<file path="src/hw/rtl/kti_pkg.sv">
package kti_pkg;

	localparam int MaxKeysDefault = 16;
	localparam int ValW = 32;

	localparam logic [1:0] KIND_APPEND = 2'd0;
	localparam logic [1:0] KIND_CLEAR  = 2'd1;
	localparam logic [1:0] KIND_QUERY  = 2'd2;

	localparam logic [1:0] ST_INTERP = 2'd0;
	localparam logic [1:0] ST_SINGLE = 2'd1;
	localparam logic [1:0] ST_CLAMP  = 2'd2;
	localparam logic [1:0] ST_EMPTY  = 2'd3;

	typedef struct packed {
		logic [1:0]  kind;
		logic [31:0] key_time;
		logic [31:0] key_x;
		logic [31:0] key_y;
		logic [31:0] key_z;
		logic [31:0] query_time;
	} req_t;

	typedef struct packed {
		logic [31:0] out_x;
		logic [31:0] out_y;
		logic [31:0] out_z;
		logic [1:0]  status;
	} rsp_t;

	// one key as stored: time, x, y, z
	typedef struct packed {
		logic [31:0] t;
		logic [31:0] x;
		logic [31:0] y;
		logic [31:0] z;
	} key_t;

	// divider handshake
	typedef struct packed {
		logic        start;
		logic [31:0] num;
		logic [31:0] den;
	} div_req_t;

	typedef struct packed {
		logic        done;
		logic [15:0] quo;
	} div_rsp_t;

endpackage

</file>
<file path="src/hw/rtl/kti_if.sv">
interface kti_req_if;
	logic            valid;
	logic            ready;
	kti_pkg::req_t   payload;
	modport source(output valid, output payload, input ready);
	modport sink(input valid, input payload, output ready);
endinterface

interface kti_rsp_if;
	logic            valid;
	logic            ready;
	kti_pkg::rsp_t   payload;
	modport source(output valid, output payload, input ready);
	modport sink(input valid, input payload, output ready);
endinterface

</file>
<file path="src/hw/rtl/kti_key_mem.sv">
// Key storage: one write port, one registered read port.
module kti_key_mem #(
	parameter int MaxKeys = kti_pkg::MaxKeysDefault,
	localparam int AW = (MaxKeys > 1) ? $clog2(MaxKeys) : 1
) (
	input  logic              clk,
	input  logic              we,
	input  logic [AW-1:0]     waddr,
	input  kti_pkg::key_t     wdata,
	input  logic [AW-1:0]     raddr,
	output kti_pkg::key_t     rdata
);
	kti_pkg::key_t mem [MaxKeys];

	always_ff @(posedge clk) begin
		if (we) begin
			mem[waddr] <= wdata;
		end
		rdata <= mem[raddr];
	end
endmodule

</file>
<file path="src/hw/rtl/kti_divider.sv">
// Restoring divider: quotient of (num << 16) / den, 16 bits, one bit per cycle.
// Caller guarantees num < den so the quotient fits.
module kti_divider (
	input  logic               clk,
	input  logic               arst_n,
	input  kti_pkg::div_req_t  req,
	output kti_pkg::div_rsp_t  rsp
);
	logic [32:0] rem_q;
	logic [31:0] den_q;
	logic [15:0] quo_q;
	logic [4:0]  cnt_q;
	logic        busy_q;
	logic        done_q;
	logic [33:0] shifted;
	logic [33:0] diff;

	assign shifted = {rem_q, 1'b0};
	assign diff = shifted - {2'b00, den_q};

	always_ff @(posedge clk or negedge arst_n) begin
		if (!arst_n) begin
			busy_q <= 1'b0;
			done_q <= 1'b0;
			cnt_q  <= '0;
		end else begin
			done_q <= 1'b0;
			if (req.start) begin
				busy_q <= 1'b1;
				cnt_q  <= 5'd16;
			end else if (busy_q) begin
				cnt_q <= cnt_q - 5'd1;
				if (cnt_q == 5'd1) begin
					busy_q <= 1'b0;
					done_q <= 1'b1;
				end
			end
		end
	end

	always_ff @(posedge clk) begin
		if (req.start) begin
			rem_q <= {1'b0, req.num};
			den_q <= req.den;
			quo_q <= '0;
		end else if (busy_q) begin
			if (!diff[33]) begin
				rem_q <= diff[32:0];
				quo_q <= {quo_q[14:0], 1'b1};
			end else begin
				rem_q <= shifted[32:0];
				quo_q <= {quo_q[14:0], 1'b0};
			end
		end
	end

	assign rsp.done = done_q;
	assign rsp.quo  = quo_q;
endmodule

</file>
<file path="src/hw/rtl/keyframe_track_interpolator_unit.sv">
// Keyframe track interpolator. Keeps up to MaxKeys keys (time, x, y, z) in a
// synchronous memory. Append and clear complete in the cycle they are taken. A
// query reads the keys one at a time, each through a read and a check state,
// until a key time exceeds the query time or the last key is reached. On a
// later key it runs three sequential 33x17 multiplies, preceded by a 16-step
// bit-serial divide for the factor unless the query time lies before the
// earlier key. One request is worked at a time; a finished result waits in an
// output register and holds off new requests until it is taken.
module keyframe_track_interpolator_unit #(
	parameter int MaxKeys = kti_pkg::MaxKeysDefault
) (
	input  logic      clk,
	input  logic      arst_n,
	kti_req_if.sink   req,
	kti_rsp_if.source rsp
);
	localparam int AW = (MaxKeys > 1) ? $clog2(MaxKeys) : 1;
	localparam int CW = $clog2(MaxKeys + 1);

	localparam logic [3:0] S_IDLE  = 4'd0;
	localparam logic [3:0] S_RD    = 4'd1;
	localparam logic [3:0] S_CHK   = 4'd2;
	localparam logic [3:0] S_DIV   = 4'd3;
	localparam logic [3:0] S_MUL   = 4'd4;
	localparam logic [3:0] S_OUT   = 4'd5;
	localparam logic [3:0] S_RD0   = 4'd6;
	localparam logic [3:0] S_PRE   = 4'd7;

	logic [3:0]    state_q;
	logic [CW-1:0] count_q;
	logic [CW-1:0] idx_q;
	logic [31:0]   qt_q;
	kti_pkg::key_t k0_q, k1_q;
	logic [15:0]   fac_q;
	logic [1:0]    comp_q;
	logic [31:0]   rx_q, ry_q, rz_q;
	logic [1:0]    st_q;
	logic          ov_q;
	kti_pkg::rsp_t opay_q;

	logic              we;
	logic [AW-1:0]     waddr, raddr;
	kti_pkg::key_t     wdata, rdata;
	kti_pkg::div_req_t dreq;
	kti_pkg::div_rsp_t drsp;

	logic acc;
	assign req.ready = (state_q == S_IDLE) && !(ov_q && !rsp.ready);
	assign acc = req.valid && req.ready;

	assign we    = acc && (req.payload.kind == kti_pkg::KIND_APPEND)
	               && (count_q < CW'(MaxKeys));
	assign waddr = count_q[AW-1:0];
	assign wdata = '{t: req.payload.key_time, x: req.payload.key_x,
	                 y: req.payload.key_y, z: req.payload.key_z};
	assign raddr = idx_q[AW-1:0];

	kti_key_mem #(.MaxKeys(MaxKeys)) u_mem (
		.clk(clk), .we(we), .waddr(waddr), .wdata(wdata),
		.raddr(raddr), .rdata(rdata)
	);

	// divider operands from the found pair
	assign dreq.start = (state_q == S_CHK) && (qt_q < rdata.t) && (qt_q >= k0_q.t);
	assign dreq.num   = qt_q - k0_q.t;
	assign dreq.den   = rdata.t - k0_q.t;

	kti_divider u_div (.clk(clk), .arst_n(arst_n), .req(dreq), .rsp(drsp));

	// one shared multiplier: component selected by comp_q
	logic signed [32:0] s_cur, e_cur, delta;
	logic signed [50:0] prod;
	logic signed [34:0] sum;
	always_comb begin
		case (comp_q)
			2'd0:    begin s_cur = 33'(signed'(k0_q.x)); e_cur = 33'(signed'(k1_q.x)); end
			2'd1:    begin s_cur = 33'(signed'(k0_q.y)); e_cur = 33'(signed'(k1_q.y)); end
			default: begin s_cur = 33'(signed'(k0_q.z)); e_cur = 33'(signed'(k1_q.z)); end
		endcase
		delta = e_cur - s_cur;
		prod  = 51'(delta) * signed'({35'd0, fac_q});
		sum   = 35'(s_cur) + 35'(prod >>> 16);
	end

	// output register
	always_ff @(posedge clk or negedge arst_n) begin
		if (!arst_n) begin
			ov_q <= 1'b0;
		end else if (state_q == S_OUT) begin
			ov_q <= 1'b1;
		end else if (rsp.ready) begin
			ov_q <= 1'b0;
		end
	end
	always_ff @(posedge clk) begin
		if (state_q == S_OUT) begin
			opay_q <= '{out_x: rx_q, out_y: ry_q, out_z: rz_q, status: st_q};
		end
	end
	assign rsp.valid   = ov_q;
	assign rsp.payload = opay_q;

	// control sequencer
	always_ff @(posedge clk or negedge arst_n) begin
		if (!arst_n) begin
			state_q <= S_IDLE;
			count_q <= '0;
			idx_q   <= '0;
			comp_q  <= '0;
		end else begin
			unique case (state_q)
				S_IDLE: begin
					if (acc) begin
						unique case (req.payload.kind)
							kti_pkg::KIND_APPEND: begin
								if (we) count_q <= count_q + CW'(1);
							end
							kti_pkg::KIND_CLEAR: count_q <= '0;
							kti_pkg::KIND_QUERY: begin
								idx_q <= '0;
								if (count_q == '0) state_q <= S_OUT;
								else state_q <= S_RD0;
							end
							default: ;
						endcase
					end
				end
				S_RD0: state_q <= S_PRE;
				S_PRE: begin
					if (count_q == CW'(1)) state_q <= S_OUT;
					else begin
						idx_q   <= CW'(1);
						state_q <= S_RD;
					end
				end
				S_RD: state_q <= S_CHK;
				S_CHK: begin
					if (qt_q < rdata.t) begin
						comp_q  <= '0;
						state_q <= (qt_q >= k0_q.t) ? S_DIV : S_MUL;
					end else if (idx_q == count_q - CW'(1)) begin
						state_q <= S_OUT;
					end else begin
						idx_q   <= idx_q + CW'(1);
						state_q <= S_RD;
					end
				end
				S_DIV: if (drsp.done) state_q <= S_MUL;
				S_MUL: begin
					comp_q <= comp_q + 2'd1;
					if (comp_q == 2'd2) state_q <= S_OUT;
				end
				S_OUT: state_q <= S_IDLE;
				default: state_q <= S_IDLE;
			endcase
		end
	end

	// datapath registers
	always_ff @(posedge clk) begin
		case (state_q)
			S_IDLE: begin
				qt_q <= req.payload.query_time;
				rx_q <= '0; ry_q <= '0; rz_q <= '0;
				st_q <= kti_pkg::ST_EMPTY;
			end
			S_PRE: begin
				k0_q <= rdata;
				rx_q <= rdata.x; ry_q <= rdata.y; rz_q <= rdata.z;
				st_q <= kti_pkg::ST_SINGLE;
			end
			S_CHK: begin
				k1_q <= rdata;
				fac_q <= '0;
				if (qt_q < rdata.t) begin
					st_q <= kti_pkg::ST_INTERP;
				end else begin
					k0_q <= rdata;
					rx_q <= rdata.x; ry_q <= rdata.y; rz_q <= rdata.z;
					st_q <= kti_pkg::ST_CLAMP;
				end
			end
			S_DIV: if (drsp.done) fac_q <= drsp.quo;
			S_MUL: begin
				case (comp_q)
					2'd0:    rx_q <= sum[31:0];
					2'd1:    ry_q <= sum[31:0];
					default: rz_q <= sum[31:0];
				endcase
			end
			default: ;
		endcase
	end
endmodule

</file>
<file path="src/flat_wrapper.sv">
// flat-port wrapper written by rule: the top's interface ports become plain ports
module keyframe_track_interpolator_unit_flat 
#(
	parameter int MaxKeys = kti_pkg::MaxKeysDefault
)
  (clk, arst_n, req_valid, req_payload, req_ready, rsp_valid, rsp_payload, rsp_ready);
  kti_req_if req_i ();
  kti_rsp_if rsp_i ();
  input  logic clk;
  input  logic arst_n;
  input wire logic [$bits(req_i.valid)-1:0] req_valid;
  input wire logic [$bits(req_i.payload)-1:0] req_payload;
  output wire logic [$bits(req_i.ready)-1:0] req_ready;
  output wire logic [$bits(rsp_i.valid)-1:0] rsp_valid;
  output wire logic [$bits(rsp_i.payload)-1:0] rsp_payload;
  input wire logic [$bits(rsp_i.ready)-1:0] rsp_ready;
  assign req_i.valid = req_valid;
  assign req_i.payload = req_payload;
  assign req_ready = req_i.ready;
  assign rsp_valid = rsp_i.valid;
  assign rsp_payload = rsp_i.payload;
  assign rsp_i.ready = rsp_ready;
  keyframe_track_interpolator_unit #(.MaxKeys(MaxKeys)) u_core (.clk(clk), .arst_n(arst_n), .req(req_i), .rsp(rsp_i));
endmodule
</file>
<file path="config.mk">
export PLATFORM = sky130hd
export DESIGN_NAME = keyframe_track_interpolator_unit_flat
export DESIGN_NICKNAME = d
export VERILOG_FILES = /design/src/hw/rtl/kti_pkg.sv /design/src/hw/rtl/kti_if.sv /design/src/hw/rtl/kti_key_mem.sv /design/src/hw/rtl/kti_divider.sv /design/src/hw/rtl/keyframe_track_interpolator_unit.sv /design/src/flat_wrapper.sv
export SDC_FILE = /design/constraint.sdc
export NUM_CORES = 2
export LEC_CHECK = 0
export BUFFER_PORTS_ARGS = -buffer_cell sky130_fd_sc_hd__buf_2
export CAP_MARGIN = 30
export CORE_ASPECT_RATIO = 1.1
export CORE_MARGIN = 3
export CORE_UTILIZATION = 57
export CTS_CLUSTER_DIAMETER = 40
export CTS_CLUSTER_SIZE = 14
export DETAILED_ROUTE_END_ITERATION = 16
export GPL_ROUTABILITY_DRIVEN = 0
export PLACE_DENSITY = 0.74
export SLEW_MARGIN = 10
export SYNTH_ARGS = -nofsm -noshare
export SYNTH_HDL_FRONTEND = slang
export SYNTH_SLANG_ARGS = --single-unit
</file>
<file path="constraint.sdc">
create_clock -name clk -period 39.7 [get_ports clk]
set_input_delay 7.94 -clock clk [delete_from_list [all_inputs] [get_ports clk]]
set_output_delay 7.94 -clock clk [all_outputs]
set_load 0.01 [all_outputs]
</file>
; ---- After elaboration in Yosys (flattened, before gate mapping)
; Memory sizes are Yosys's and may differ from the RTL's. A register that Yosys moved wholly into a read port is not among the register bits.
; Cells that the tools add are included.
[totals]
regBits = 573
ram_bits = 2048
in_bits = 166
output_inout_bits = 100
wordCells = 154
mem_count = 1
[memory_table]
columns = name, words, word_bits, rd, rd_ports_with_merged_regs, write_ports, line_no
row1 = u_core.u_mem.mem, 16, 128, 1, 1, 1, kti_key_mem.sv:13  ; kti_pkg::key_t mem [MaxKeys];
[classes]
addsub = 10
mul = 1
n_lt_le_gt_ge = 3
eq_ne = 26
mux = 53
n_reduce_logical = 31
[op_table]
columns = cell, n
row1 = $pmux 32 s4, 3
row2 = $mux 32, 8
row3 = $pmux 128 s2, 1
row4 = $pmux 33 s2, 2
row5 = $mux 128, 1
row6 = $sub 32x32->32, 2
row7 = $mul 33x17->48, 1
row8 = $mux 5, 8
row9 = $sub 34x32->34, 1
row10 = $mux 33, 1
row11 = $sub 33x33->33, 1
row12 = $add 32x32->32, 1
row13 = $ge 32x32->1, 1
row14 = $lt 32x32->1, 1
row15 = $pmux 16 s2, 1
row16 = $pmux 4 s7, 1
row17 = $mux 4, 5
row18 = $eq 4x3->1 const B, 4
row19 = $mux 16, 1
row20 = $ne 2x2->1 const B, 8
row21 = $pmux 5 s3, 1
row22 = $reduce_bool 2->1, 6
row23 = $mux 1, 11
row24 = $add 5x1->5 const B, 2
row25 = 27 further kinds, 52

; ---- Depth between registers and ports, before layout
[depth]
word_depth = 9
depth_mapped = 65
depth_no_buf = 59

; ---- Modules after synthesis
; A second synthesis with hierarchy kept.
[unflattened]
hier_cells = 7901
area_unflattened_um2 = 126791.6
[modules_own_cells]
columns = module, n_inst, cells_per_inst, area_per_inst_um2, seq_area_each_um2
row1 = kti_key_mem, 1, 3365, 79331.1, 64061.4
row2 = keyframe_track_interpolator_unit, 1, 3990, 42067.8, 14453.9
row3 = kti_divider, 1, 546, 5392.7, 2437.3

; ---- Worst setup path after synthesis
; No wires, ideal clock.
[synth_path]
kind = input -> output
from = input rsp_ready
to = output req_ready
arrival_time_ns = 8.330
required_ns = 31.760
slack_ns = 23.430
path_stages = 2
path_buffers = 0
path_cell_list = nor2b_1 nor3_1
[synth_via]
elab_chain_len = 4
[synth_lines]
columns = element, line_no
row1 = from (decl), flat_wrapper.sv:16  ; input wire logic [$bits(rsp_i.ready)-1:0] rsp_ready;
row2 = $logic_not 1->1, keyframe_track_interpolator_unit.sv:48  ; assign req.ready = (state_q == S_IDLE) && !(ov_q && !rsp.ready);
row3 = $logic_and 1x1->1, keyframe_track_interpolator_unit.sv:48
row4 = $logic_not 1->1, keyframe_track_interpolator_unit.sv:48
row5 = $logic_and 1x1->1, keyframe_track_interpolator_unit.sv:48
row6 = to (decl), flat_wrapper.sv:13  ; output wire logic [$bits(req_i.ready)-1:0] req_ready;
; No other way between the ends.

; ---- Worst setup path after layout
; Ends and elaborated chain as after synthesis.

==> reports/qor.yml <==
logic_synthesis:
  yosys_warnings: 0
  synth_edf_count: 2580
  synthArstFlopShare: 0.00837
  yosysTopAreaCellShare: 0.615
  synth_area_leaders: "edfxtp_1 (61%), mux4_2 (11%), fa_1 (7.8%), ha_1 (3.0%), dfxtp_1 (2.3%)"
  synth_ff_type: "edfxtp_1"
  synth_fp_nets: 8394
  ys_types: 90
  syn_inst: 7435
  ys_seq_area_frac: 0.642
  ys_ff_latch: 2748
  synth_top_area_cell: "edfxtp_1"
  avgSynthCellArea_um2: 17.0
  netlist_area_mm2: 0.126
layout:
  finalNonFillerCells: 11000
  fin_nets: 8800
  syn2layout_area_growth_pct: 12.7
  drive_gt1_frac: 0.202
timing:
  fmax_ghz: 0.0609
  fin_tns_setup_ns: 0
  setup_viol: 0
  period_minus_slack_ns: 16.41
  skew_ns: 0.0584
  slew_viol_final: 0
  hold_viol_final: 0
  fin_crit_sh: 0.413
  tightest_slew_ns: 1.21
  rsz0062_at_grt: "no"
  slew_headroom: 0.191
  hold_ws_ns: 0.403
global_route:
  antenna_found_initial: 66
  overflow: 0
  grt_start_max_net_pins: 102
  gr-usage-all-layers: 0.289
  grt_pass1_vias: 71300
  grt_pass1_wl_um: 477000
routing:
  ant_nets: 0
  vias_per_cell: 6.26
  drcViolationCount: 0
  vias: 69100
  dr.pass1.iters: 6
  wl_per_cell_um: 29.3
  drtIter0Drc: 8176
  totalWireLength_um: 323000
status:
  status: "finished, final reports clean"
place:
  dp_hpwl_um: 190000
  placed_cells: 10400
  portBuffers: 265
die:
  core_mm2: 0.219
  die_area_mm2: 0.227
  initial_core_util: 0.575
  rows: 180
  boundaryPins: 266
  fp.dieW_um: 454
  die_h_um: 499
cts:
  path_clk_slew_ns: 0.06
  cts_setup_buffers: 0
  cts.sinks: 2748
  root_buffer: "clkbuf_16"
  htreeDepth: 5
  clock_latency_ns: 0.95
  cts_buffers: 317
  cts_max_path_buffers: 4
  postCtsHoldBufs: 0
  cts-resized-gates: 0
  cts_tree: "done"
setup_path:
  cp_slowest_cell: "nor3_1"
  worst_path_most_repeated_cell: "buf_2"
  r2r_cells: 55
  start_kind: "input pin"
  critPathArrivalTime_ns: 8.47
  worstSetupEndpointType: "output pin"
  crit_fanout: 3
  worstSetupPathType: "in2out"
  required_ns: 31.76
  slowest_delay_ns: 0.23
  crit_chain: "buf_2 -> nor2b_1 -> nor3_1 -> buf_2"
min_path:
  hold_depth: 0
  hold_path_class: "reg2reg"
job:
  maxCapViolations: 0
-- registers in the layout (all words and copies together), names as in the netlist, 5 cells and up --
signal and count:
u_core.ry_q 32, u_core.u_mem.rdata 128, u_core.u_mem.mem 2048, u_core.u_div.cnt_q 5, u_core.u_div.rem_q 33, u_core.rsp.payload 98, u_core.qt_q 32, u_core.rz_q 32
u_core.rx_q 32, u_core.fac_q 16, u_core.count_q 5, u_core.k1_q 96, u_core.u_div.den_q 32, u_core.k0_q 128, u_core.u_div.quo_q 16, u_core.idx_q 5
-- cell families (layout without fill, tap and decap cells) --
kind of cell / Yosys count / in the layout / synth area share
flip-flops: 2748 / 2748 / 0.642
AND/OR/NAND/NOR: 1224 / 1224 / 0.0472
buffers and inverters: 1065 / 1707 / 0.0318
adder cells (fa/ha/maj): 798 / 798 / 0.109
AO/OA/AOI/OAI: 738 / 738 / 0.0402
multiplexers: 660 / 660 / 0.116
XOR/XNOR: 202 / 202 / 0.0140
other: 0 / 50 / 0
-- synth_stat cells (90+ instances only) --
cell type	instances
edfxtp_1	2580
mux4_2	640
o21ai_0	90
a21o_1	122
dfxtp_1	145
fa_1	494
inv_1	752
clkbuf_1	248
ha_1	299
nor2_1	172
xnor2_1	135
a21oi_1	199
nand2_1	498
and2_1	282
-- final timing paths --
| kind | start | to | slack, ns |
|---|---|---|---|
| min in group asynchronous | arst_n | u_core.u_div.cnt_q[1] | 7.05 |
| max in group asynchronous | arst_n | u_core.idx_q[0] | 32.10 |
| max reg2reg | u_core.comp_q[1] | u_core.ry_q[31] | 24.99 |
| min reg2reg | u_core.ry_q[18] | u_core.rsp.payload[52] | 0.40 |
| min | u_core.ry_q[18] | u_core.rsp.payload[52] | 0.40 |
| max | rsp_ready | req_ready | 23.29 |
-- placed cells by master (no fill, tap or decap), drive strengths merged, types with 23 or more instances in the layout --
cell type / instances
nand3: 34
fa: 494
dfrtp: 23
a22oi: 35
buf: 399
nor3: 41
xor2: 67
diode: 50
inv: 805
ha: 299
bufinv: 27
mux4: 640
clkinv: 70
nor2b: 45
a21oi: 203
and2: 283
a21o: 122
a22o: 44
a211oi: 41
nand2b: 43
o21ai: 99
dfxtp: 145
nand2: 499
nand4: 30
o21a: 34
xnor2: 135
clkinvlp: 30
nor2: 172
edfxtp: 2580
clkbuf: 376
-- layout make-up --
cell class,instances,area (µm²)
flip-flops and latches,2748,81000
fillers,14500,77300
diodes,50,125
inverters,753,2830
multi-input cells,3622,41300
clock buffers,376,8340
repair buffers,399,2790
well taps,2912,3640
clock inverters,179,2000
-- routing by layer --
layer / track usage / wire [µm]
met5: 0 / 142
met1: 0.388 / 120000
met4: 0.132 / 15000
met3: 0.0598 / 30000
met2: 0.461 / 158000
-- critical path, delay by kind of cell --
family        cells  cell delay (ns)
buf+inv           2             0.27
simple gates      2             0.27
-- per-stage QoR --
step           worst slack [ns]  utilization  cell area [µm²]
2_1_floorplan             23.43            -           126000
3_3_place_gp              23.21        0.597           131000
3_5_place_dp              23.28        0.599           131000
4_1_cts                   23.28        0.646           142000
5_1_grt                   23.19        0.647           142000
6_report                  23.29        0.648           142000
Power is left out: the tool's default activity adds up to more than one toggle a clock period on the data nets, which glitch-free logic cannot reach.
